<file path="src/rtl/core/klerp_pkg.sv">
package klerp_pkg;

  localparam int TableDepth = 16;
  localparam int MaxKey     = 16;
  localparam int SlotW      = $clog2(TableDepth);
  localparam int LenW       = $clog2(TableDepth + 1);
  localparam int KeyW       = 5;
  localparam int DataW      = 16;
  localparam int FracW      = 16;

  // request kinds
  localparam logic [1:0] ACT_QUERY   = 2'd0;
  localparam logic [1:0] ACT_POINT   = 2'd1;
  localparam logic [1:0] ACT_DEFAULT = 2'd2;

  // result source codes
  localparam logic [1:0] SRC_DEFAULT = 2'd0;
  localparam logic [1:0] SRC_SINGLE  = 2'd1;
  localparam logic [1:0] SRC_INTERP  = 2'd2;

  // best-below / best-above candidates carried down the cell chain
  typedef struct packed {
    logic             lo_v;
    logic [DataW-1:0] lo_d;
    logic [DataW-1:0] lo_yaw;
    logic [DataW-1:0] lo_ten;
    logic             hi_v;
    logic [DataW-1:0] hi_d;
    logic [DataW-1:0] hi_yaw;
    logic [DataW-1:0] hi_ten;
  } cand_t;

endpackage

</file>
<file path="src/rtl/core/klerp_div.sv">
module klerp_div
  import klerp_pkg::*;
(
  input  logic             clk,
  input  logic             rst_n,
  input  logic             start,
  input  logic [DataW-1:0] num,
  input  logic [DataW-1:0] den,
  output logic             done,
  output logic [FracW-1:0] quo
);

  localparam int CntW = $clog2(FracW);

  logic             busy_r;
  logic [CntW-1:0]  cnt_r;
  logic [DataW-1:0] rem_r;
  logic [DataW-1:0] den_r;
  logic [FracW-1:0] quo_r;
  logic             done_r;
  logic [DataW:0]   rem2;
  logic [DataW:0]   diff;

  // one quotient bit per cycle, remainder stays below the divisor
  assign rem2 = {rem_r, 1'b0};
  assign diff = rem2 - {1'b0, den_r};

  always_ff @(posedge clk) begin
    if (!rst_n) begin
      busy_r <= 1'b0;
      done_r <= 1'b0;
      cnt_r  <= '0;
    end else begin
      done_r <= 1'b0;
      if (start) begin
        busy_r <= 1'b1;
        cnt_r  <= '0;
      end else if (busy_r) begin
        cnt_r <= cnt_r + 1'b1;
        if (cnt_r == CntW'(FracW - 1)) begin
          busy_r <= 1'b0;
          done_r <= 1'b1;
        end
      end
    end
  end

  always_ff @(posedge clk) begin
    if (start) begin
      rem_r <= num;
      den_r <= den;
      quo_r <= '0;
    end else if (busy_r) begin
      if (!diff[DataW]) begin
        rem_r <= diff[DataW-1:0];
        quo_r <= {quo_r[FracW-2:0], 1'b1};
      end else begin
        rem_r <= rem2[DataW-1:0];
        quo_r <= {quo_r[FracW-2:0], 1'b0};
      end
    end
  end

  assign done = done_r;
  assign quo  = quo_r;

endmodule

</file>
<file path="config.mk">
export PLATFORM = sky130hd
export DESIGN_NAME = klerp_div
export DESIGN_NICKNAME = d
export VERILOG_FILES = /design/src/rtl/core/klerp_pkg.sv /design/src/rtl/core/klerp_div.sv
export SDC_FILE = /design/constraint.sdc
export NUM_CORES = 1
export LEC_CHECK = 0
export BUFFER_PORTS_ARGS = -buffer_cell sky130_fd_sc_hd__buf_2
export CORE_MARGIN = 5
export CORE_UTILIZATION = 40
export CTS_CLUSTER_SIZE = 25
export DETAILED_ROUTE_END_ITERATION = 7
export GPL_TIMING_DRIVEN = 0
export PLACE_DENSITY = 0.71
export RECOVER_POWER = 100
export SYNTH_ARGS = -nofsm -noshare
export SYNTH_HDL_FRONTEND = slang
export SYNTH_SLANG_ARGS = --single-unit
</file>
<file path="constraint.sdc">
create_clock -name clk -period 5.9 [get_ports clk]
set_input_delay 0.295 -clock clk [delete_from_list [all_inputs] [get_ports clk]]
set_output_delay 0.295 -clock clk [all_outputs]
set_load 0.01 [all_outputs]
</file>
### Word level (Yosys, flattened, before mapping)

Index checks and enable logic that the tools add are counted.

* flip-flop bits (word level): 54
* input bits: 35
* output and inout bits: 17
* logic and storage cells: 22

* $add $sub $neg: 2
* equality and inequality tests: 1
* muxes and demuxes: 8
* bitwise logic cells: 2
* reductions and logical operators: 3

Operator list (number)
* 2-to-1 mux 16 bit: 3
* subtractor 17 x 16 -> 17 bit: 1
* 2-to-1 mux 1 bit: 5
* adder 4 x 1 -> 4 bit, second input constant: 1
* == test 4 bit, second input constant: 1
* OR reduction 3 bit: 1
* NOT 1 bit: 2
* nonzero test 2 bit: 1
* OR reduction 2 bit: 1

### Longest topological paths before layout

* depth after elaboration: 4
* gate-level depth with buffers: 10
* gate-level depth less buffers: 9

### Worst setup path after synthesis

Ideal clock, no wire load.

* kind: flip-flop to flip-flop
* from: register rem_r[0]
* to: register rem_r[10] (data pin)
* library setup time: 0.261 ns
* data arrival time: 2.294 ns
* data required time: 5.639 ns
* setup slack: 3.345 ns
* cell stages (with the launch flop): 10
* path buffers: 1
* period minus slack after synthesis: 2.555 ns
* cell sequence: edfxtp_1 -> fa_1 -> a211oi_1 -> o211ai_2 -> a41oi_2 -> o21ai_2 -> xor2_2 -> buf_6 -> nor3b_1 -> a221o_1

* longest elaborated chain between the ends: 4

Ends and longest elaborated chain
* start: declaration: RTL line klerp_div.sv:17 `logic [DataW-1:0] rem_r;`
* start signal: assignment: RTL line klerp_div.sv:50 `rem_r <= num;`
* start signal: assignment: RTL line klerp_div.sv:55 `rem_r <= diff[DataW-1:0];`
* start signal: assignment: RTL line klerp_div.sv:58 `rem_r <= rem2[DataW-1:0];`
* subtractor 17 x 16 -> 17 bit: RTL line klerp_div.sv:26 `assign diff = rem2 - {1'b0, den_r};`
* 2-to-1 mux 16 bit: RTL line klerp_div.sv:54 `if (!diff[DataW]) begin`
* 2-to-1 mux 16 bit: RTL line klerp_div.sv:53 `end else if (busy_r) begin`
* 2-to-1 mux 16 bit: RTL line klerp_div.sv:49 `if (start) begin`

No other way between the ends. The select of a mux whose other input is x is not followed.
A chain may end at the register's enable or synchronous reset.

### Worst setup path after layout

* from: register rem_r[0]
* to: register rem_r[1] (data pin)

* longest elaborated chain between the ends: 4

Ends and longest elaborated chain (RTL line)
* subtractor 17 x 16 -> 17 bit: klerp_div.sv:26
* 2-to-1 mux 16 bit *: klerp_div.sv:54
* 2-to-1 mux 16 bit *: klerp_div.sv:53
* 2-to-1 mux 16 bit *: klerp_div.sv:49

Every way passes the cells marked *; elsewhere a longest branch is shown, timed or not. The select of a mux whose other input is x is not followed.

==> impl_results.rst <==
.. list-table::
   :header-rows: 1

   * - Metric
     - Value
   * - Status
     - completed
   * - Library cells used by synthesis
     - 46
   * - EDFF count, synth
     - 32
   * - Routed wirelength normalized by instance count
     - 14.21 microns
   * - Root cell of the clock tree
     - clkbuf_8
   * - Post-Synth XOR/XNOR Area
     - 0.05789
   * - Post-synthesis instance total
     - 274
   * - Placed Instance Area
     - 0.003228 sq mm
   * - Mux share of post-synthesis cell area
     - 0.09474
   * - Maximum fanout encountered on the critical timing path
     - 10
   * - Layout cells sized above 1
     - 0.1261
   * - Count of final setup violators
     - 0
   * - Level count of the clock H-tree
     - 2
   * - Via total after detailed routing
     - 2122
   * - Most frequently used flop master after synthesis
     - edfxtp_1
   * - Adder-cell area share of the yosys netlist
     - 0.07719
   * - Initial standard-cell utilization of the core
     - 0.4153
   * - Vias in the first global route
     - 2191
   * - Overall die width
     - 94.45 microns
   * - Antenna viol nets, final
     - 0
   * - Seq/Total Area, Yosys
     - 0.4912
   * - Total Die Area
     - 0.008921 sq mm
   * - Fraction of the mapped netlist area in simple logic gates
     - 0.09825
   * - Syn Std Cell Area
     - 0.002853 sq mm
   * - Diode insertion count for antenna repair
     - 0
   * - Number of filler instances in the final layout
     - 658
   * - Data arrival time of the critical path
     - 3520 ps
   * - CTS tree
     - yes
   * - Clk_skew
     - 3.892 ps
   * - Compound-gate portion of the synthesized area
     - 0.1298
   * - Max Freq
     - 0.2883 GHz
   * - Max-Cap Viols
     - 0
   * - Count of clock tree sinks
     - 54
   * - Site Rows
     - 30
   * - Power density over cell area
     - 416.2 mW/mm^2
   * - Final Hold Violating Endpoints
     - 0
   * - Kind of start point of the critical path
     - flop
   * - Clock period minus final worst setup slack
     - 3468 ps
   * - Avg Cell Area, Syn
     - 10.41 sq um
   * - Relative slew margins
     - 0.3347
   * - Initial antenna violation count
     - 0
   * - Initial drt markers
     - 110
   * - Number of max-slew violations in the final report
     - 0
   * - Global route total overflow
     - 0
   * - Maximum root-to-sink buffer count
     - 2
   * - Accumulated negative setup slack
     - 0 ps
   * - Setup Buffers After CTS
     - 0
   * - Worst VDD drop
     - 0.1268 mV
   * - Vert. Die Dim
     - 94.45 microns
   * - Count of input and output buffers
     - 51
   * - Maximum number of pins on one net before global-route repair
     - 19
   * - RSZ-0062 raised after global routing
     - false
   * - Crit. End Element
     - flop
   * - I/O pin count
     - 52
   * - Routability-driven placement congestion ratio
     - 0.8649
   * - Req. time, crit path
     - 5950 ps
   * - Vias per cell
     - 4.946
   * - Yosys warning total
     - 0
   * - Transition time at the pin with the least slew margin
     - 997.9 ps
   * - Post-DP HPWL
     - 4529 microns
   * - CTS Hold Buffers Added
     - 0
   * - Finished layout cell area
     - 0.003281 sq mm
   * - Post-detailed-routing wire length
     - 6096 microns
   * - Area growth from synthesis to layout
     - 15.00%
   * - CTS Buf Count
     - 5
   * - Number of DRC violations after detailed routing
     - 0
   * - Syn Nets
     - 326
   * - Combinational family with the most area after synthesis
     - compound AO/OA/AOI/OAI gates
   * - Number of detailed-routing iterations run before antenna repair
     - 4
   * - Area of the placeable core
     - 0.006869 sq mm
   * - Later-pin clock latency in the skew report
     - 310 ps
   * - Final net count
     - 384
   * - Kind of critical path
     - reg -> reg
   * - Clock transition at the registers of the reported paths
     - 100 ps
   * - Wire length of the first global-routing pass
     - 10040 microns
   * - Share of flip-flops with an asynchronous set or reset
     - 0
   * - Leakage
     - 0.001391 uW
   * - Overall power consumption
     - 1365 uW
   * - Flip-flop and latch count after synthesis
     - 54
   * - Post-cts gate resize count
     - 0
   * - Hold Path Class
     - in -> reg
   * - Fraction of the core area covered by cells at the end of the flow
     - 0.4776
   * - Final period utilization
     - 0.5878
   * - Tot GR Track Use
     - 0.1421
state kept, by name (all words and copies together), names as in the netlist:
| signal | cells |
|---|---|
| den_r | 16 |
| cnt_r | 4 |
| quo | 16 |
| busy_r | 1 |
| rem_r | 16 |
| done | 1 |
layout make-up:
type | instances | area (sq um) | area share
Buffer | 12 | 46.29 | 0.01411
Multi-Input combinational cell | 185 | 1282 | 0.3909
Clock buffer | 6 | 93.84 | 0.02860
Timing Repair Buffer | 51 | 232.7 | 0.07094
Clock inverter | 2 | 17.52 | 0.005339
Inverter | 23 | 86.33 | 0.02632
Tap cell | 96 | 120.1 | 0.03661
Sequential cell | 54 | 1401 | 0.4272
metrics by stage:
stage               hold slack [ps]  std cells  worst slack [ps]
detailed placement            473.2        421              3080
floorplan                     393.9        274              3345
global route                  132.4        429              2212
global placement              471.5        421              3088
CTS                           140.6        429              3045
finish                        147.6        429              2432
where the power goes:
part / internal [uW] / total, uW / switching, uW
clock network: 113 / 241 / 128
logic: 268 / 613 / 345
registers: 478 / 511 / 33.1
total: 859 / 1370 / 507
layout by cell type, fill, tap and decap left out, types with 2 or more instances in the layout:
master / n
o21ai_0: 16
dfxtp_1: 22
a21oi_1: 19
edfxtp_1: 32
a41oi_1: 2
o21ai_1: 2
nor2_1: 26
mux2i_1: 27
a2bb2oi_1: 2
o221ai_1: 2
xnor2_1: 7
nand2_1: 23
clkbuf_1: 27
inv_1: 23
buf_1: 2
o211ai_1: 3
nor3_1: 3
buf_2: 33
nand2b_1: 3
nand3_1: 2
a21o_1: 3
clkbuf_8: 5
nor2b_1: 2
a31oi_1: 2
xor2_1: 11
ha_1: 16
worst paths after layout:
check | startpoint | end | slack (ps) | cells after the start
worst max-delay path | rem_r[0] | rem_r[1] | 2430 | 9
worst min register to register | cnt_r[3] | done | 500 | 2
worst min-delay path | den[2] | den_r[2] | 150 | 1
worst max register to register | rem_r[0] | rem_r[1] | 2430 | 9
per-layer routing:
metal	share of wire	global-route usage	vias up
met5	0	0	-
met4	0.010	0.03606	0
met3	0.056	0.04462	7
met2	0.49	0.2494	46
met1	0.45	0.1686	987
li1	-	-	1082
worst max-delay path: stages, from the launching register on:
cell	delay, ps
edfxtp_1	460
fa_1	510
a211oi_1	340
o211ai_1	190
a41oi_1	360
o21ai_0	160
xor2_1	180
clkbuf_1	600
mux2i_1	290
o21ai_0	110
cells in the mapped netlist (2+ instances only):
cell	n	area, sq um
nor3_1	3	15.01
dfxtp_1	22	440.4
a21o_1	3	22.52
nand2_1	23	86.33
xnor2_1	7	61.31
o211ai_1	2	15.01
nand3_1	2	10.01
a2bb2oi_1	2	17.52
nor2b_1	2	12.51
ha_1	16	200.2
nor2_1	26	97.59
nand2b_1	3	18.77
o21ai_0	9	45.04
xor2_1	10	87.58
o21ai_1	8	40.04
clkbuf_1	6	22.52
edfxtp_1	32	960.9
a21oi_1	19	95.09
a31oi_1	2	12.51
mux2i_1	27	270.3
buf_1	2	7.510
inv_1	23	86.33
o221ai_1	2	17.52
logic make-up after synthesis:
logic type,Yosys count
and+or+nand+nor,65
AOI/OAI and AO/OA,58
DFF,54
buffers and inverters,35
muxes,27
xor gates and xnor gates,18
adders and majority gates,17
(Power assumes the default switching activity.)
