## config.mk

```make
export PLATFORM = sky130hd
export DESIGN_NAME = klerp_cell
export DESIGN_NICKNAME = d
export VERILOG_FILES = /design/src/rtl/core/klerp_pkg.sv /design/src/rtl/core/klerp_cell.sv
export SDC_FILE = /design/constraint.sdc
export NUM_CORES = 1
export LEC_CHECK = 0
export BUFFER_PORTS_ARGS = -buffer_cell sky130_fd_sc_hd__buf_2
export CAP_MARGIN = 40
export CORE_ASPECT_RATIO = 2
export CORE_MARGIN = 2
export CORE_UTILIZATION = 44
export CTS_BUF_LIST = sky130_fd_sc_hd__clkbuf_8
export DETAILED_ROUTE_END_ITERATION = 10
export GPL_ROUTABILITY_DRIVEN = 0
export MAX_ROUTING_LAYER = met4
export PLACE_DENSITY = 0.84
export SLEW_MARGIN = 20
export SYNTH_ARGS = -nofsm -noshare
export SYNTH_HDL_FRONTEND = slang
export SYNTH_SLANG_ARGS = --single-unit
```

## constraint.sdc

```tcl
create_clock -name clk -period 2.4 [get_ports clk]
set_input_delay 0.48 -clock clk [delete_from_list [all_inputs] [get_ports clk]]
set_output_delay 0.48 -clock clk [all_outputs]
set_load 0.05 [all_outputs]
```

## src/rtl/core/klerp_pkg.sv

```systemverilog
package klerp_pkg;

  localparam int TableDepth = 16;
  localparam int MaxKey     = 16;
  localparam int SlotW      = $clog2(TableDepth);
  localparam int LenW       = $clog2(TableDepth + 1);
  localparam int KeyW       = 5;
  localparam int DataW      = 16;
  localparam int FracW      = 16;

  // request kinds
  localparam logic [1:0] ACT_QUERY   = 2'd0;
  localparam logic [1:0] ACT_POINT   = 2'd1;
  localparam logic [1:0] ACT_DEFAULT = 2'd2;

  // result source codes
  localparam logic [1:0] SRC_DEFAULT = 2'd0;
  localparam logic [1:0] SRC_SINGLE  = 2'd1;
  localparam logic [1:0] SRC_INTERP  = 2'd2;

  // best-below / best-above candidates carried down the cell chain
  typedef struct packed {
    logic             lo_v;
    logic [DataW-1:0] lo_d;
    logic [DataW-1:0] lo_yaw;
    logic [DataW-1:0] lo_ten;
    logic             hi_v;
    logic [DataW-1:0] hi_d;
    logic [DataW-1:0] hi_yaw;
    logic [DataW-1:0] hi_ten;
  } cand_t;

endpackage

```

## src/rtl/core/klerp_cell.sv

```systemverilog
module klerp_cell
  import klerp_pkg::*;
(
  input  logic             clk,
  input  logic             wr_en,
  input  logic [KeyW-1:0]  wr_key,
  input  logic [DataW-1:0] wr_d,
  input  logic [DataW-1:0] wr_yaw,
  input  logic [DataW-1:0] wr_ten,
  input  logic             active,
  input  logic [KeyW-1:0]  q_key,
  input  logic [DataW-1:0] q_d,
  input  cand_t            cand_in,
  output cand_t            cand_out
);

  logic [KeyW-1:0]  key_r;
  logic [DataW-1:0] d_r;
  logic [DataW-1:0] yaw_r;
  logic [DataW-1:0] ten_r;
  cand_t            cand_r;
  cand_t            cand_nxt;
  logic             hit;

  // entry storage
  always_ff @(posedge clk) begin
    if (wr_en) begin
      key_r <= wr_key;
      d_r   <= wr_d;
      yaw_r <= wr_yaw;
      ten_r <= wr_ten;
    end
  end

  // strict improvement only, so the lowest slot wins a tie
  always_comb begin
    cand_nxt = cand_in;
    hit      = active && (key_r == q_key);
    if (hit && ($signed(d_r) <= $signed(q_d)) &&
        (!cand_in.lo_v || ($signed(d_r) > $signed(cand_in.lo_d)))) begin
      cand_nxt.lo_v   = 1'b1;
      cand_nxt.lo_d   = d_r;
      cand_nxt.lo_yaw = yaw_r;
      cand_nxt.lo_ten = ten_r;
    end
    if (hit && ($signed(d_r) >= $signed(q_d)) &&
        (!cand_in.hi_v || ($signed(d_r) < $signed(cand_in.hi_d)))) begin
      cand_nxt.hi_v   = 1'b1;
      cand_nxt.hi_d   = d_r;
      cand_nxt.hi_yaw = yaw_r;
      cand_nxt.hi_ten = ten_r;
    end
  end

  always_ff @(posedge clk) begin
    cand_r <= cand_nxt;
  end

  assign cand_out = cand_r;

endmodule

```

== Yosys cells after proc, flatten, opt, wreduce, memory -nomap -nowiden ==
Index checks and enable logic that the tools add are counted.
Word-level totals
  bits in registers: 151
  output and inout bits: 98
  word-level logic and storage cells: 28
  bits of input ports: 175
Cells by class
  magnitude comparators: 4
  mux-type cells: 2
  equality and inequality tests: 1
  reductions and logical operators: 9
Operators by type and width (count)
  two-way mux 48 bit: 2
  >= comparator 16 bit: 1
  > comparator 16 bit: 1
  <= comparator 16 bit: 1
  < comparator 16 bit: 1
  equality test 5 bit: 1
  logical AND 1 bit: 5
  logical NOT 1 bit: 2
  logical OR 1 bit: 2

== Depth between registers and ports, before layout ==
Gate-level depths: netlist (run 1).
  depth in word-level cells: 5
  gate-level depth with buffers: 11
  depth with buffers taken out: 9

== Worst setup path before layout (run 1) ==
No wires, ideal clock.
  path type: in2reg
  start: input port q_d[11]
  end: register cand_r, in the netlist cand_out[38]
  setup time: 0.121 ns
  data arrival time: 2.492 ns
  required time: 2.279 ns
  path slack: -0.212 ns
  stages on the path: 11
  buffers on the path: 2
  cell sequence: inv_1 -> ha_1 -> a21oi_1 -> o21ai_1 -> a2111oi_2 -> o211ai_1 -> o21ai_0 -> a31o_2 -> buf_4 -> buf_4 -> mux2_2
RTL lines
  start, declared: line klerp_cell.sv:12  | input logic [DataW-1:0] q_d,
  end signal, assigned: line klerp_cell.sv:56  | cand_r <= cand_nxt;
  end, declared: line klerp_cell.sv:21  | cand_t cand_r;

==> results of run 1 <==
## flip-flops by register name (all words and copies together), names as in the netlist
signal,count
cand_out,98
d_r,16
key_r,5
ten_r,16
yaw_r,16
## cell usage in the layout (no fill, tap or decap), drive strengths merged, types with 2 or more instances in the layout
| cell type | netlist | routed |
|---|---|---|
| nand3 | 4 | 4 |
| or2 | 2 | 2 |
| inv | 50 | 58 |
| edfxtp | 53 | 53 |
| a21oi | 15 | 15 |
| buf | 10 | 311 |
| nand4 | 12 | 12 |
| xor2 | 4 | 4 |
| nor2b | 3 | 3 |
| nor2 | 4 | 4 |
| clkinv | 0 | 5 |
| a21o | 3 | 3 |
| o21ai | 8 | 8 |
| ha | 47 | 47 |
| dfxtp | 98 | 98 |
| nand2b | 3 | 3 |
| mux2 | 95 | 95 |
| nand2 | 8 | 8 |
| o211ai | 2 | 2 |
| nor3 | 4 | 4 |
| a31oi | 3 | 3 |
| clkbuf | 0 | 18 |
## final cells by class
type	count	share of cell area, %
inverter	50	2.21
tap	155	2.28
clock inverter	14	1.58
multi-input combinational	230	28.2
timing repair buffer	311	21.0
antenna	1	0.0295
clock buffer	18	2.92
sequential	151	41.8
## power by group
| part | switching (mW) | internal [mW] | leakage (nW) |
|---|---|---|---|
| Combinational | 0.660 | 0.419 | 2.63 |
| Sequential | 0.0721 | 2.82 | 1.35 |
| Clock | 1.08 | 0.795 | 0.196 |
| Total | 1.81 | 4.04 | 4.17 |
## repair_timing
action,in CTS,in global routing
endpoints found under the hold margin,0,0
gates resized for setup,16,1
setup buffers,1,0
pin swaps,0,2
endpoints found under the setup margin,96,96
cloned,1,0
## synth_stat cells, drive strengths merged (4+ instances only)
| library cell | n |
|---|---|
| nand4 | 12 |
| nand3 | 4 |
| ha | 47 |
| buf | 10 |
| mux2 | 95 |
| edfxtp | 53 |
| a21oi | 15 |
| dfxtp | 98 |
| nor2 | 4 |
| nand2 | 8 |
| o21ai | 8 |
| nor3 | 4 |
| inv | 50 |
| xor2 | 4 |
## worst max-delay path by stage
stage            start            to  slack [ps]  cells past startpoint
6_report        d_r[6]  cand_out[79]        -310                     10
5_1_grt        d_r[11]  cand_out[85]        -410                     10
4_1_cts        d_r[15]  cand_out[79]        -210                     10
3_5_place_dp    q_d[6]  cand_out[79]        -420                     11
3_3_place_gp    q_d[6]  cand_out[83]        -420                     11
2_1_floorplan  q_d[12]  cand_out[76]         0.3                     11
## per-stage QoR
step                      util [%]  instances  hold slack (ps)  power (mW)
after global placement        59.3        895              475        3.97
after floorplan                  -        441              472        3.58
final                         63.2        930              201        5.84
after global routing          63.2        930              173        6.07
after CTS                     63.1        929              179        5.88
after detailed placement      59.3        895              485        4.00
## metal layers
| layer | vias to the layer above | routed length (um) | global-route usage [%] |
|---|---|---|---|
| met4 | 0 | 652 | 11.5 |
| met3 | 43 | 806 | 5.04 |
| met5 | - | 0 | - |
| li1 | 2215 | - | - |
| met1 | 2199 | 5720 | 21.9 |
| met2 | 184 | 9510 | 42.0 |
## cell families (layout without fill, tap and decap cells)
| family | Yosys count | after routing | synth area share [%] |
|---|---|---|---|
| simple gates | 42 | 42 | 3.71 |
| fa+ha+maj | 47 | 47 | 9.68 |
| buf+inv | 60 | 393 | 4.28 |
| other cells | 0 | 1 | 0 |
| flops | 151 | 151 | 58.5 |
| compound gates | 40 | 40 | 4.10 |
| mux | 96 | 96 | 19.0 |
| xor+xnor | 5 | 5 | 0.721 |
## worst max-delay path, delay by kind of cell (launching register included)
family	cells	cell delay [ps]
buf+inv	2	330
fa+ha+maj	1	330
flops	1	420
mux	1	310
compound gates	6	1200
==> summary.md, run 1 <==
| Metric | Value |
|---|---|
| Fillers | `1,057` |
| Worst-Skew Late Latency | `around 450 ps` |
| Remaining routing DRC violations | `0` |
| Setup TNS | `-22,140 ps` |
| First-pass GRT wire length | `approximately 25,000 um` |
| Power density over the cells | `between 600 and 700 nW/um2` |
| Final min period | `roughly 2700 ps` |
| Setup ws final | `-313 ps` |
| Post-Syn Nets | `between 600 and 700` |
| Vias in the first global route | `5,082` |
| # port buffers | `about 270` |
| Fin crit share | `113%` |
| CP peak stage delay | `~420 ps` |
| Critical path required time | `approximately 2700 ps` |
| Total gr overflow | `0` |
| CP Capture Type | `flip-flop` |
| Layout cells sized above 1 | `between 50% and 60%` |
| Post-CTS Hold Buffers | `0` |
| Die width | `just under 90 um` |
| Cell area after synthesis | `between 6000 and 7000 um2` |
| Failing checks | `setup timing` |
| Multi-input logic area | `approximately 2400 um2` |
| Initial antenna violation count | `1` |
| Max Slew Vio Count | `0` |
| Sequential fraction of the synthesis area | `between 50% and 60%` |
| Cells along the critical path | `ha_1 -> a21oi_1 -> a21boi_0 -> o31ai_2 -> o211ai_1 -> a31oi_2 -> o311ai_4 -> buf_12 -> buf_16 -> mux2_4` |
| Fmax | `about 0.37 GHz` |
| Worst IR Drop VDD | `about 0.52 mV` |
| Clock sinks | `about 150` |
| CTS tree | `yes` |
| Seq. cell area | `approximately 3600 um2` |
| Worst reg2reg path depth | `10` |
| Worst slew margin | `76.1%` |
| RSZ-0062 raised after global routing | `true` |
| H-tree depth | `4` |
| P&R area growth vs syn | `39.8%` |
| Crit start category | `flip-flop` |
| Final ANT Viol Nets | `0` |
| Starting Density | `45.2%` |
| Die area | `14,800 um2` |
| Area contributors post-synth | `dfxtp_1 (32%), edfxtp_1 (26%), mux2_2 (14%), ha_1 (9.7%), mux2_4 (4.9%)` |
| Reg2reg end | `cand_out[79]` |
| HP Start | `wr_ten[10]` |
| Syn Area/Cell | `around 14 um2` |
| DPL Wire Length | `approximately 13,000 um` |
| Tightest Hold Check Type | `in -> reg` |
| Flop2flop setup slack | `-310 ps` |
| Slowest-stage cell, CP | `edfxtp_1` |
| Final WL | `16,700 um` |
| CP max FO | `14` |
| Prevailing post-synth register cell | `dfxtp_1` |
| Synth top area share | `32.3%` |
| Die height | `about 170 um` |
| Post-synth EDFFs | `53` |
| CTS max path bufs | `2` |
| Flops & latches, synth | `between 150 and 200` |
| Setup violations, final | `96` |
| Ys async rst share | `0%` |
| Post-Layout Inst Area | `about 8500 um2` |
| Fin nets | `a little under 1,000` |
| Cell leakage power | `4.17 nW` |
| Syn Inst Count | `441` |
| Critical path type | `reg -> reg` |
| 1st-iter DRT viols | `approximately 150` |
| Row Count | `60` |
| CP Data Arrival Time | `about 3000 ps` |
| Largest net degree at the start of global routing | `54` |
| Clock-pin transition on the worst setup and hold timing paths | `100 ps` |
| Final hold vios | `0` |
| Post-DR wirelength/cell | `around 18 um` |
| DRT Pass-1 Iters | `4` |
| Place WS | `-418 ps` |
| Least-Margin Pin Slew | `approximately 360 ps` |
| Maximum capacitance violations | `0` |
| Total CTS buffers | `17` |
| Critical R2R Launch | `d_r[6]` |
| Post-Place Cell Area | `roughly 8000 um2` |
| Worst hold stages | `1` |
| Yosys cell types | `37` |
| Total Routing Usage GR | `a little under a quarter` |
| Hold path endpoint | `ten_r[10]` |
| Status | `finished with violations` |
| Yosys Warn Count | `0` |
| Root Driver | `clkbuf_8` |
| Via density | `~5.0` |
| Worst clock skew | `approximately 14 ps` |
| Cell taking the most area after synthesis | `dfxtp_1` |
| # IOs | `around 270` |
| Core region area | `about 13,000 um2` |
| Vias | `4,641` |
No activity file was read; power rests on OpenSTA's default activity.
==> run 2: changes to the inputs <==
--- a/config.mk
+++ b/config.mk
@@ -13,8 +13,9 @@
 export CTS_BUF_LIST = sky130_fd_sc_hd__clkbuf_8
 export DETAILED_ROUTE_END_ITERATION = 10
 export GPL_ROUTABILITY_DRIVEN = 0
+export GPL_TIMING_DRIVEN = 0
 export MAX_ROUTING_LAYER = met4
-export PLACE_DENSITY = 0.84
+export PLACE_DENSITY_LB_ADDON = 0.12
 export SLEW_MARGIN = 20
 export SYNTH_ARGS = -nofsm -noshare
 export SYNTH_HDL_FRONTEND = slang
==> run 2 against run 1 <==
The run still ends with setup timing left. Core utilization increased by 3.5 points. Register-to-register slack got worse by 80 ps. Clock skew increased by 6.0 ps. Via count increased by 0.39%. Flip-flop and latch count unchanged. Sequential share of layout area decreased by 2.2 points. Final cell count increased by 0.11%. Maximum frequency decreased by 2.9%. Combinational power increased by 5%. Setup slack got worse by 82 ps. First-iteration DRC count decreased by 29%. Total power increased by 2.0%. Critical path type unchanged.
==> summary.md, run 2 (same netlist as run 1, synthesis figures left out) <==
| Metric | Value |
|---|---|
| Largest net degree at the start of global routing | `54 (unchanged)` |
| CTS tree | `yes (unchanged)` |
| # port buffers | `272 (unchanged)` |
| Starting Density | `45.2% (unchanged)` |
| Final ANT Viol Nets | `0 (unchanged)` |
| Fin nets | `985 (was 983)` |
| Tightest Hold Check Type | `in -> reg (unchanged)` |
| DRT Pass-1 Iters | `4 (unchanged)` |
| Remaining routing DRC violations | `0 (unchanged)` |
| Least-Margin Pin Slew | `804 ps (was 355 ps)` |
| DPL Wire Length | `12,700 um (was 12,800 um)` |
| Worst-Skew Late Latency | `440 ps (was 450 ps)` |
| Maximum capacitance violations | `0 (unchanged)` |
| HP Start | `wr_yaw[15] (was wr_ten[10])` |
| Internal power | `4.07 mW (was 4.04 mW)` |
| Switching portion of total power | `31.7% (was 30.9%)` |
| Initial antenna violation count | `0 (was 1)` |
| Layout cells sized above 1 | `60.1% (was 59.0%)` |
| Setup violations, final | `96 (unchanged)` |
| Vias in the first global route | `4,964 (was 5,082)` |
| CP peak stage delay | `530 ps (was 420 ps)` |
| Cells along the critical path | `ha_4 -> nand4_1 -> nor3_4 -> o31ai_2 -> o211ai_1 -> o21ai_1 -> a31o_4 -> buf_8 -> clkbuf_16 -> mux2_4 (was ha_1 -> a21oi_1 -> a21boi_0 -> o31ai_2 -> o211ai_1 -> a31oi_2 -> o311ai_4 -> buf_12 -> buf_16 -> mux2_4)` |
| Setup ws final | `-395 ps (was -313 ps)` |
| Critical R2R Launch | `d_r[15] (was d_r[6])` |
| Worst clock skew | `20.4 ps (was 14.4 ps)` |
| Post-Layout Inst Area | `8960 um2 (was 8490 um2)` |
| Die height | `170 um (unchanged)` |
| CP max FO | `5 (was 14)` |
| Total gr overflow | `0 (unchanged)` |
| Clock sinks | `151 (unchanged)` |
| Critical path origin | `d_r[15] (was d_r[6])` |
| Critical path required time | `2730 ps (about the same)` |
| CTS max path bufs | `2 (unchanged)` |
| Max Slew Vio Count | `0 (unchanged)` |
| Die width | `87.1 um (unchanged)` |
| Psw | `1.89 mW (was 1.81 mW)` |
| Clk pwr share | `32.3% (was 32.0%)` |
| CP Capture Type | `flip-flop (unchanged)` |
| Post-DR wirelength/cell | `18.7 um (was 17.9 um)` |
| Worst slew margin | `46.4% (was 76.1%)` |
| Total CTS buffers | `17 (unchanged)` |
| # IOs | `273 (unchanged)` |
| WP buf/inv | `2 (unchanged)` |
| Via density | `5.00 (was 4.99)` |
| Final min period | `2800 ps (was 2710 ps)` |
| Fin crit share | `116% (was 113%)` |
| CP Data Arrival Time | `3120 ps (was 3040 ps)` |
| Clock-pin transition on the worst setup and hold timing paths | `110 ps (was 100 ps)` |
| Seq pwr share | `48.7% (was 49.5%)` |
| Critical path type | `reg -> reg (unchanged)` |
| Crit start category | `flip-flop (unchanged)` |
| Final hold vios | `0 (unchanged)` |
| Final WL | `17,400 um (was 16,700 um)` |
| Max reg flops | `98 (unchanged)` |
| Setup TNS | `-32,260 ps (was -22,140 ps)` |
| Root Driver | `clkbuf_8 (unchanged)` |
| Commonest cells after routing, fill and taps aside | `buf_2 (271), dfxtp_1 (98), mux2_4 (85) (was buf_2 (272), dfxtp_1 (98), mux2_2 (73))` |
| Fillers | `1,065 (was 1,057)` |
| Vias | `4,659 (was 4,641)` |
| Most common cell after layout, fill and taps aside | `buf_2 (unchanged)` |
| Post-CTS Hold Buffers | `0 (unchanged)` |
| Fmax | `0.358 GHz (was 0.369 GHz)` |
| Row Count | `60 (unchanged)` |
| Failing checks | `setup timing (unchanged)` |
| Diodes inserted | `0 (was 1)` |
| First-pass GRT wire length | `24,900 um (was 24,600 um)` |
| RSZ-0062 raised after global routing | `true (unchanged)` |
| Status | `finished with violations (unchanged)` |
| 1st-iter DRT viols | `109 (was 153)` |
| Die area | `14,800 um2 (unchanged)` |
| Total Routing Usage GR | `23.1% (was 23.0%)` |
| Hold_ws | `206 ps (was 201 ps)` |
| Delay-heaviest family, CP | `compound AO/OA/AOI/OAI gates (unchanged)` |
| Power density over the cells | `666 nW/um2 (was 688 nW/um2)` |
| Core region area | `13,400 um2 (unchanged)` |
| Post-Place Cell Area | `7680 um2 (was 7970 um2)` |
| H-tree depth | `4 (unchanged)` |
| P&R area growth vs syn | `47.5% (was 39.8%)` |
| Slowest-stage cell, CP | `edfxtp_1 (unchanged)` |
| Combinational share of power | `19.0% (was 18.5%)` |
| Cell leakage power | `4.58 nW (was 4.17 nW)` |
| Worst IR Drop VDD | `0.442 mV (was 0.519 mV)` |
-- run 2: path summary, 6_finish.rpt --
path | to | slack, ps | cells after the start
max reg2reg | cand_out[45] | -400 | 10
min | yaw_r[15] | 210 | 1
min reg2reg | cand_out[28] | 510 | 1
max | cand_out[45] | -400 | 10
-- run 2: area by class of cell --
type	count	area, um2	share of cell area, %
plain buffers	10	163	1.82
clock buffers	17	234	2.61
clock inverters	15	155	1.73
inverters	50	188	2.09
multi-input cells	230	2730	30.4
flip-flops and latches	151	3550	39.7
well taps	155	194	2.16
repair buffers	303	1750	19.5
-- run 2: repair_timing --
action | CTS | global route
resized for setup | 70 | 51
buffers inserted | 18 | 8
pin swaps | 9 | 17
cloned | 2 | 3
setup endpoints to repair | 96 | 96
-- run 2: worst register-to-register path, stage by stage (launching register included) --
cell and delay, ps:
edfxtp_1 530, ha_4 330, nand4_1 220, nor3_4 310
o31ai_2 110, o211ai_1 160, o21ai_1 150, a31o_4 260
buf_8 150, clkbuf_16 170, mux2_4 300
-- run 2: routing by layer --
layer / track usage, % / routed length, um
met5: - / 0
met2: 43.6 / 10200
met1: 22.3 / 5810
met4: 8.63 / 509
met3: 4.51 / 847
-- run 2: metrics by stage --
stage                     setup WS [ps]  power [mW]  utilization, %  std cells
after detailed placement           -623        3.94            57.2        868
after global placement             -603        3.91            57.2        868
after floorplan                   0.343        3.58               -        441
after global routing               -420        6.20            66.7        931
final                              -395        5.96            66.7        931
after CTS                          -346        5.92            63.7        920
-- run 2: power groups by stage --
stage	registers [mW]	clock network, mW	logic [mW]
after global routing	2.92	2.06	1.21
final	2.91	1.92	1.13
after CTS	2.90	1.97	1.05
after detailed placement	2.97	0	0.969
after global placement	2.96	0	0.948
after floorplan	3.29	0	0.285
==> run 3: changes to the inputs <==
--- a/config.mk
+++ b/config.mk
@@ -5,11 +5,12 @@
 export SDC_FILE = /design/constraint.sdc
 export NUM_CORES = 1
 export LEC_CHECK = 0
+export ABC_AREA = 1
 export BUFFER_PORTS_ARGS = -buffer_cell sky130_fd_sc_hd__buf_2
 export CAP_MARGIN = 40
 export CORE_ASPECT_RATIO = 2
 export CORE_MARGIN = 2
-export CORE_UTILIZATION = 44
+export CORE_UTILIZATION = 45
 export CTS_BUF_LIST = sky130_fd_sc_hd__clkbuf_8
 export DETAILED_ROUTE_END_ITERATION = 10
 export GPL_ROUTABILITY_DRIVEN = 0
==> run 3 against run 2 <==
Maximum frequency up 18%. The run now ends clean. Critical path depth up 2. Cell area is 0.74% higher. Non-clock buffer count is 15 higher. Register-to-register slack better by 430 ps. Final cell count increased by 33%.
==> summary.md, run 3 <==
| Metric | Value |
|---|---|
| Slowest-stage cell, CP | `edfxtp_1 (unchanged)` |
| Post-Syn Nets | `939 (was 663)` |
| Reg2reg end | `cand_out[37] (was cand_out[45])` |
| Yosys cell types | `24 (was 37)` |
| Worst hold stages | `1 (unchanged)` |
| Critical R2R Launch | `d_r[11] (was d_r[15])` |
| Max Slew Vio Count | `0 (unchanged)` |
| # IOs | `273 (unchanged)` |
| Sequential fraction of the synthesis area | `55.5% (was 58.5%)` |
| Die width | `88.3 um (was 87.1 um)` |
| Total gr overflow | `0 (unchanged)` |
| Final ANT Viol Nets | `0 (unchanged)` |
| Clock sinks | `151 (unchanged)` |
| Via density | `4.76 (was 5.00)` |
| First-pass GRT wire length | `28,500 um (was 24,900 um)` |
| DPL Wire Length | `14,500 um (was 12,700 um)` |
| Max reg flops | `98 (unchanged)` |
| Critical path depth | `12 (was 10)` |
| Least-Margin Pin Slew | `740 ps (was 804 ps)` |
| Layout cells sized above 1 | `41.4% (was 60.1%)` |
| CP Data Arrival Time | `2720 ps (was 3120 ps)` |
| Final min period | `2370 ps (was 2800 ps)` |
| Cell area after synthesis | `6400 um2 (was 6070 um2)` |
| Seq. cell area | `3550 um2 (unchanged)` |
| Area contributors post-synth | `dfxtp_1 (31%), edfxtp_1 (25%), nand2_1 (15%), ha_1 (9.2%), nand3_1 (8.4%) (was dfxtp_1 (32%), edfxtp_1 (26%), mux2_2 (14%), ha_1 (9.7%), mux2_4 (4.9%))` |
| Hold path endpoint | `yaw_r[7] (was yaw_r[15])` |
| Initial antenna violation count | `6 (was 0)` |
| Tightest Hold Check Type | `in -> reg (unchanged)` |
| Starting Density | `46.1% (was 45.2%)` |
| Worst IR Drop VDD | `0.571 mV (was 0.442 mV)` |
| CP Capture Type | `flip-flop (unchanged)` |
| Cells along the critical path | `buf_6 -> ha_1 -> a21oi_1 -> o21ai_0 -> a21boi_1 -> nand3_1 -> nand3_4 -> nand2_4 -> buf_12 -> clkbuf_16 -> nand2_2 -> nand2_1 (was ha_4 -> nand4_1 -> nor3_4 -> o31ai_2 -> o211ai_1 -> o21ai_1 -> a31o_4 -> buf_8 -> clkbuf_16 -> mux2_4)` |
| # port buffers | `272 (unchanged)` |
| Die area | `15,200 um2 (was 14,800 um2)` |
| Die height | `173 um (was 170 um)` |
| Critical path required time | `2750 ps (was 2730 ps)` |
| RSZ-0062 raised after global routing | `true (unchanged)` |
| Synth cell count leaders | `nand2_1 (260), nand3_1 (108), dfxtp_1 (98) (was dfxtp_1 (98), mux2_2 (75), edfxtp_1 (53))` |
| Syn Inst Count | `717 (was 441)` |
| Cell leakage power | `4.80 nW (was 4.58 nW)` |
| Worst-Skew Late Latency | `450 ps (was 440 ps)` |
| Final design utilization | `65.0% (was 66.7%)` |
| Total Routing Usage GR | `25.4% (was 23.1%)` |
| Post-DR wirelength/cell | `15.4 um (was 18.7 um)` |
| P&R area growth vs syn | `41.0% (was 47.5%)` |
| Final hold vios | `0 (unchanged)` |
| Power density over the cells | `664 nW/um2 (was 666 nW/um2)` |
| Syn Area/Cell | `8.93 um2 (was 13.8 um2)` |
| Switching portion of total power | `33.0% (was 31.7%)` |
| Crit start category | `flip-flop (unchanged)` |
| Maximum capacitance violations | `0 (unchanged)` |
| Largest net degree at the start of global routing | `54 (unchanged)` |
| Status | `finished clean (was finished with violations)` |
| Combinational share of power | `20.9% (was 19.0%)` |
| CTS max path bufs | `2 (unchanged)` |
| Remaining routing DRC violations | `0 (unchanged)` |
| Vias in the first global route | `5,862 (was 4,964)` |
| Fin nets | `1,256 (was 985)` |
| Cell taking the most area after synthesis | `dfxtp_1 (unchanged)` |
| Fillers | `1,282 (was 1,065)` |
| DRT Pass-1 Iters | `5 (was 4)` |
| Multi-input logic area | `2650 um2 (was 2730 um2)` |
| Post-synth EDFFs | `53 (unchanged)` |
| Psw | `1.98 mW (was 1.89 mW)` |
| Delay-heaviest family, CP | `flip-flops (was compound AO/OA/AOI/OAI gates)` |
| Total Power | `6.00 mW (was 5.96 mW)` |
| Root Driver | `clkbuf_8 (unchanged)` |
| Flops & latches, synth | `151 (unchanged)` |
| Seq pwr share | `48.6% (was 48.7%)` |
| Critical path type | `reg -> reg (unchanged)` |
| Ys async rst share | `0% (unchanged)` |
| H-tree depth | `4 (unchanged)` |
| Final WL | `19,200 um (was 17,400 um)` |
| Setup TNS | `0 ps (was -32,260 ps)` |
| CP peak stage delay | `530 ps (about the same)` |
| Prevailing post-synth register cell | `dfxtp_1 (unchanged)` |
| Row Count | `61 (was 60)` |
| Synth top area share | `30.7% (was 32.3%)` |
| Yosys Warn Count | `0 (unchanged)` |
| Clock-pin transition on the worst setup and hold timing paths | `90 ps (was 110 ps)` |
| Worst reg2reg path depth | `12 (was 10)` |
| Commonest cells after routing, fill and taps aside | `buf_2 (279), nand2_1 (205), nand3_1 (103) (was buf_2 (271), dfxtp_1 (98), mux2_4 (85))` |
| Fmax | `0.422 GHz (was 0.358 GHz)` |
| Setup violations, final | `0 (was 96)` |
| HP Start | `wr_yaw[7] (was wr_yaw[15])` |
| Internal power | `4.01 mW (was 4.07 mW)` |
| Most common cell after layout, fill and taps aside | `buf_2 (unchanged)` |
| CP max FO | `8 (was 5)` |
| Flop2flop setup slack | `30 ps (was -400 ps)` |
| Worst clock skew | `12.1 ps (was 20.4 ps)` |
| Total CTS buffers | `17 (unchanged)` |
| Core region area | `13,900 um2 (was 13,400 um2)` |
| WP buf/inv | `3 (was 2)` |
| Vias | `5,906 (was 4,659)` |
| Worst slew margin | `50.7% (was 46.4%)` |
| Post-CTS Hold Buffers | `0 (unchanged)` |
| Clk pwr share | `30.5% (was 32.3%)` |
| 1st-iter DRT viols | `142 (was 109)` |
| Fin crit share | `98.7% (was 116%)` |
| Top-count cell post-synth | `nand2_1 (was dfxtp_1)` |
| CTS tree | `yes (unchanged)` |
[run 3: repair_timing]
item                                    in CTS  in global routing
pin swaps                                    0                 12
cloned                                       0                  3
buffers inserted                             6                 17
resized for setup                            4                113
endpoints found under the setup margin      60                 98
[run 3: cell families (layout without fill, tap and decap cells)]
group,Yosys count,in the layout,synth area share [%]
adder cells (fa/ha/maj),47,47,9.19
AO/OA/AOI/OAI,27,27,2.40
AND/OR/NAND/NOR,392,392,25.5
XOR/XNOR,2,2,0.274
buffers and inverters,98,428,7.12
flip-flops,151,151,55.5
other,0,6,0
[run 3: power groups by stage]
stage / registers, mW / clock network (mW) / logic, mW
3_3_place_gp: 2.97 / 0 / 1.10
2_1_floorplan: 3.32 / 0 / 0.373
5_1_grt: 2.93 / 1.98 / 1.36
3_5_place_dp: 2.98 / 0 / 1.12
6_report: 2.91 / 1.83 / 1.25
4_1_cts: 2.92 / 1.87 / 1.14
[run 3: routing by layer]
layer	wire length, um	part of all wire, %	track usage (%)
met5	0	0	-
met4	948	4.9	13.7
met3	935	4.9	5.16
met2	11000	58	46.4
met1	6240	33	23.6
[run 3: stage by stage]
step | setup WS (ps) | hold WS [ps] | instance area, um2 | cells
after global placement | -205 | 479 | 8000 | 1178
after CTS | 1.29 | 168 | 8420 | 1216
after global routing | -97.3 | 166 | 9030 | 1242
after detailed placement | -230 | 492 | 8000 | 1178
final | 32.0 | 195 | 9030 | 1242
after floorplan | 304 | 474 | 6400 | 717
[run 3: worst max-delay path by stage]
stage / startpoint / end
final: d_r[11] / cand_out[37]
after global routing: d_r[11] / cand_out[87]
after CTS: d_r[5] / cand_out[79]
after detailed placement: cand_in[37] / cand_out[37]
after global placement: cand_in[37] / cand_out[38]
after floorplan: q_d[15] / cand_out[82]
[run 3: layout make-up]
| cell class | instances | area share, % |
|---|---|---|
| Sequential cell | 151 | 39.4 |
| Multi-Input combinational cell | 468 | 29.3 |
| Timing Repair Buffer | 298 | 18.3 |
| Buffer | 30 | 3.34 |
| Inverter | 68 | 2.86 |
| Tap cell | 189 | 2.62 |
| Clock buffer | 17 | 2.59 |
| Clock inverter | 15 | 1.48 |
| Antenna cell | 6 | 0.166 |
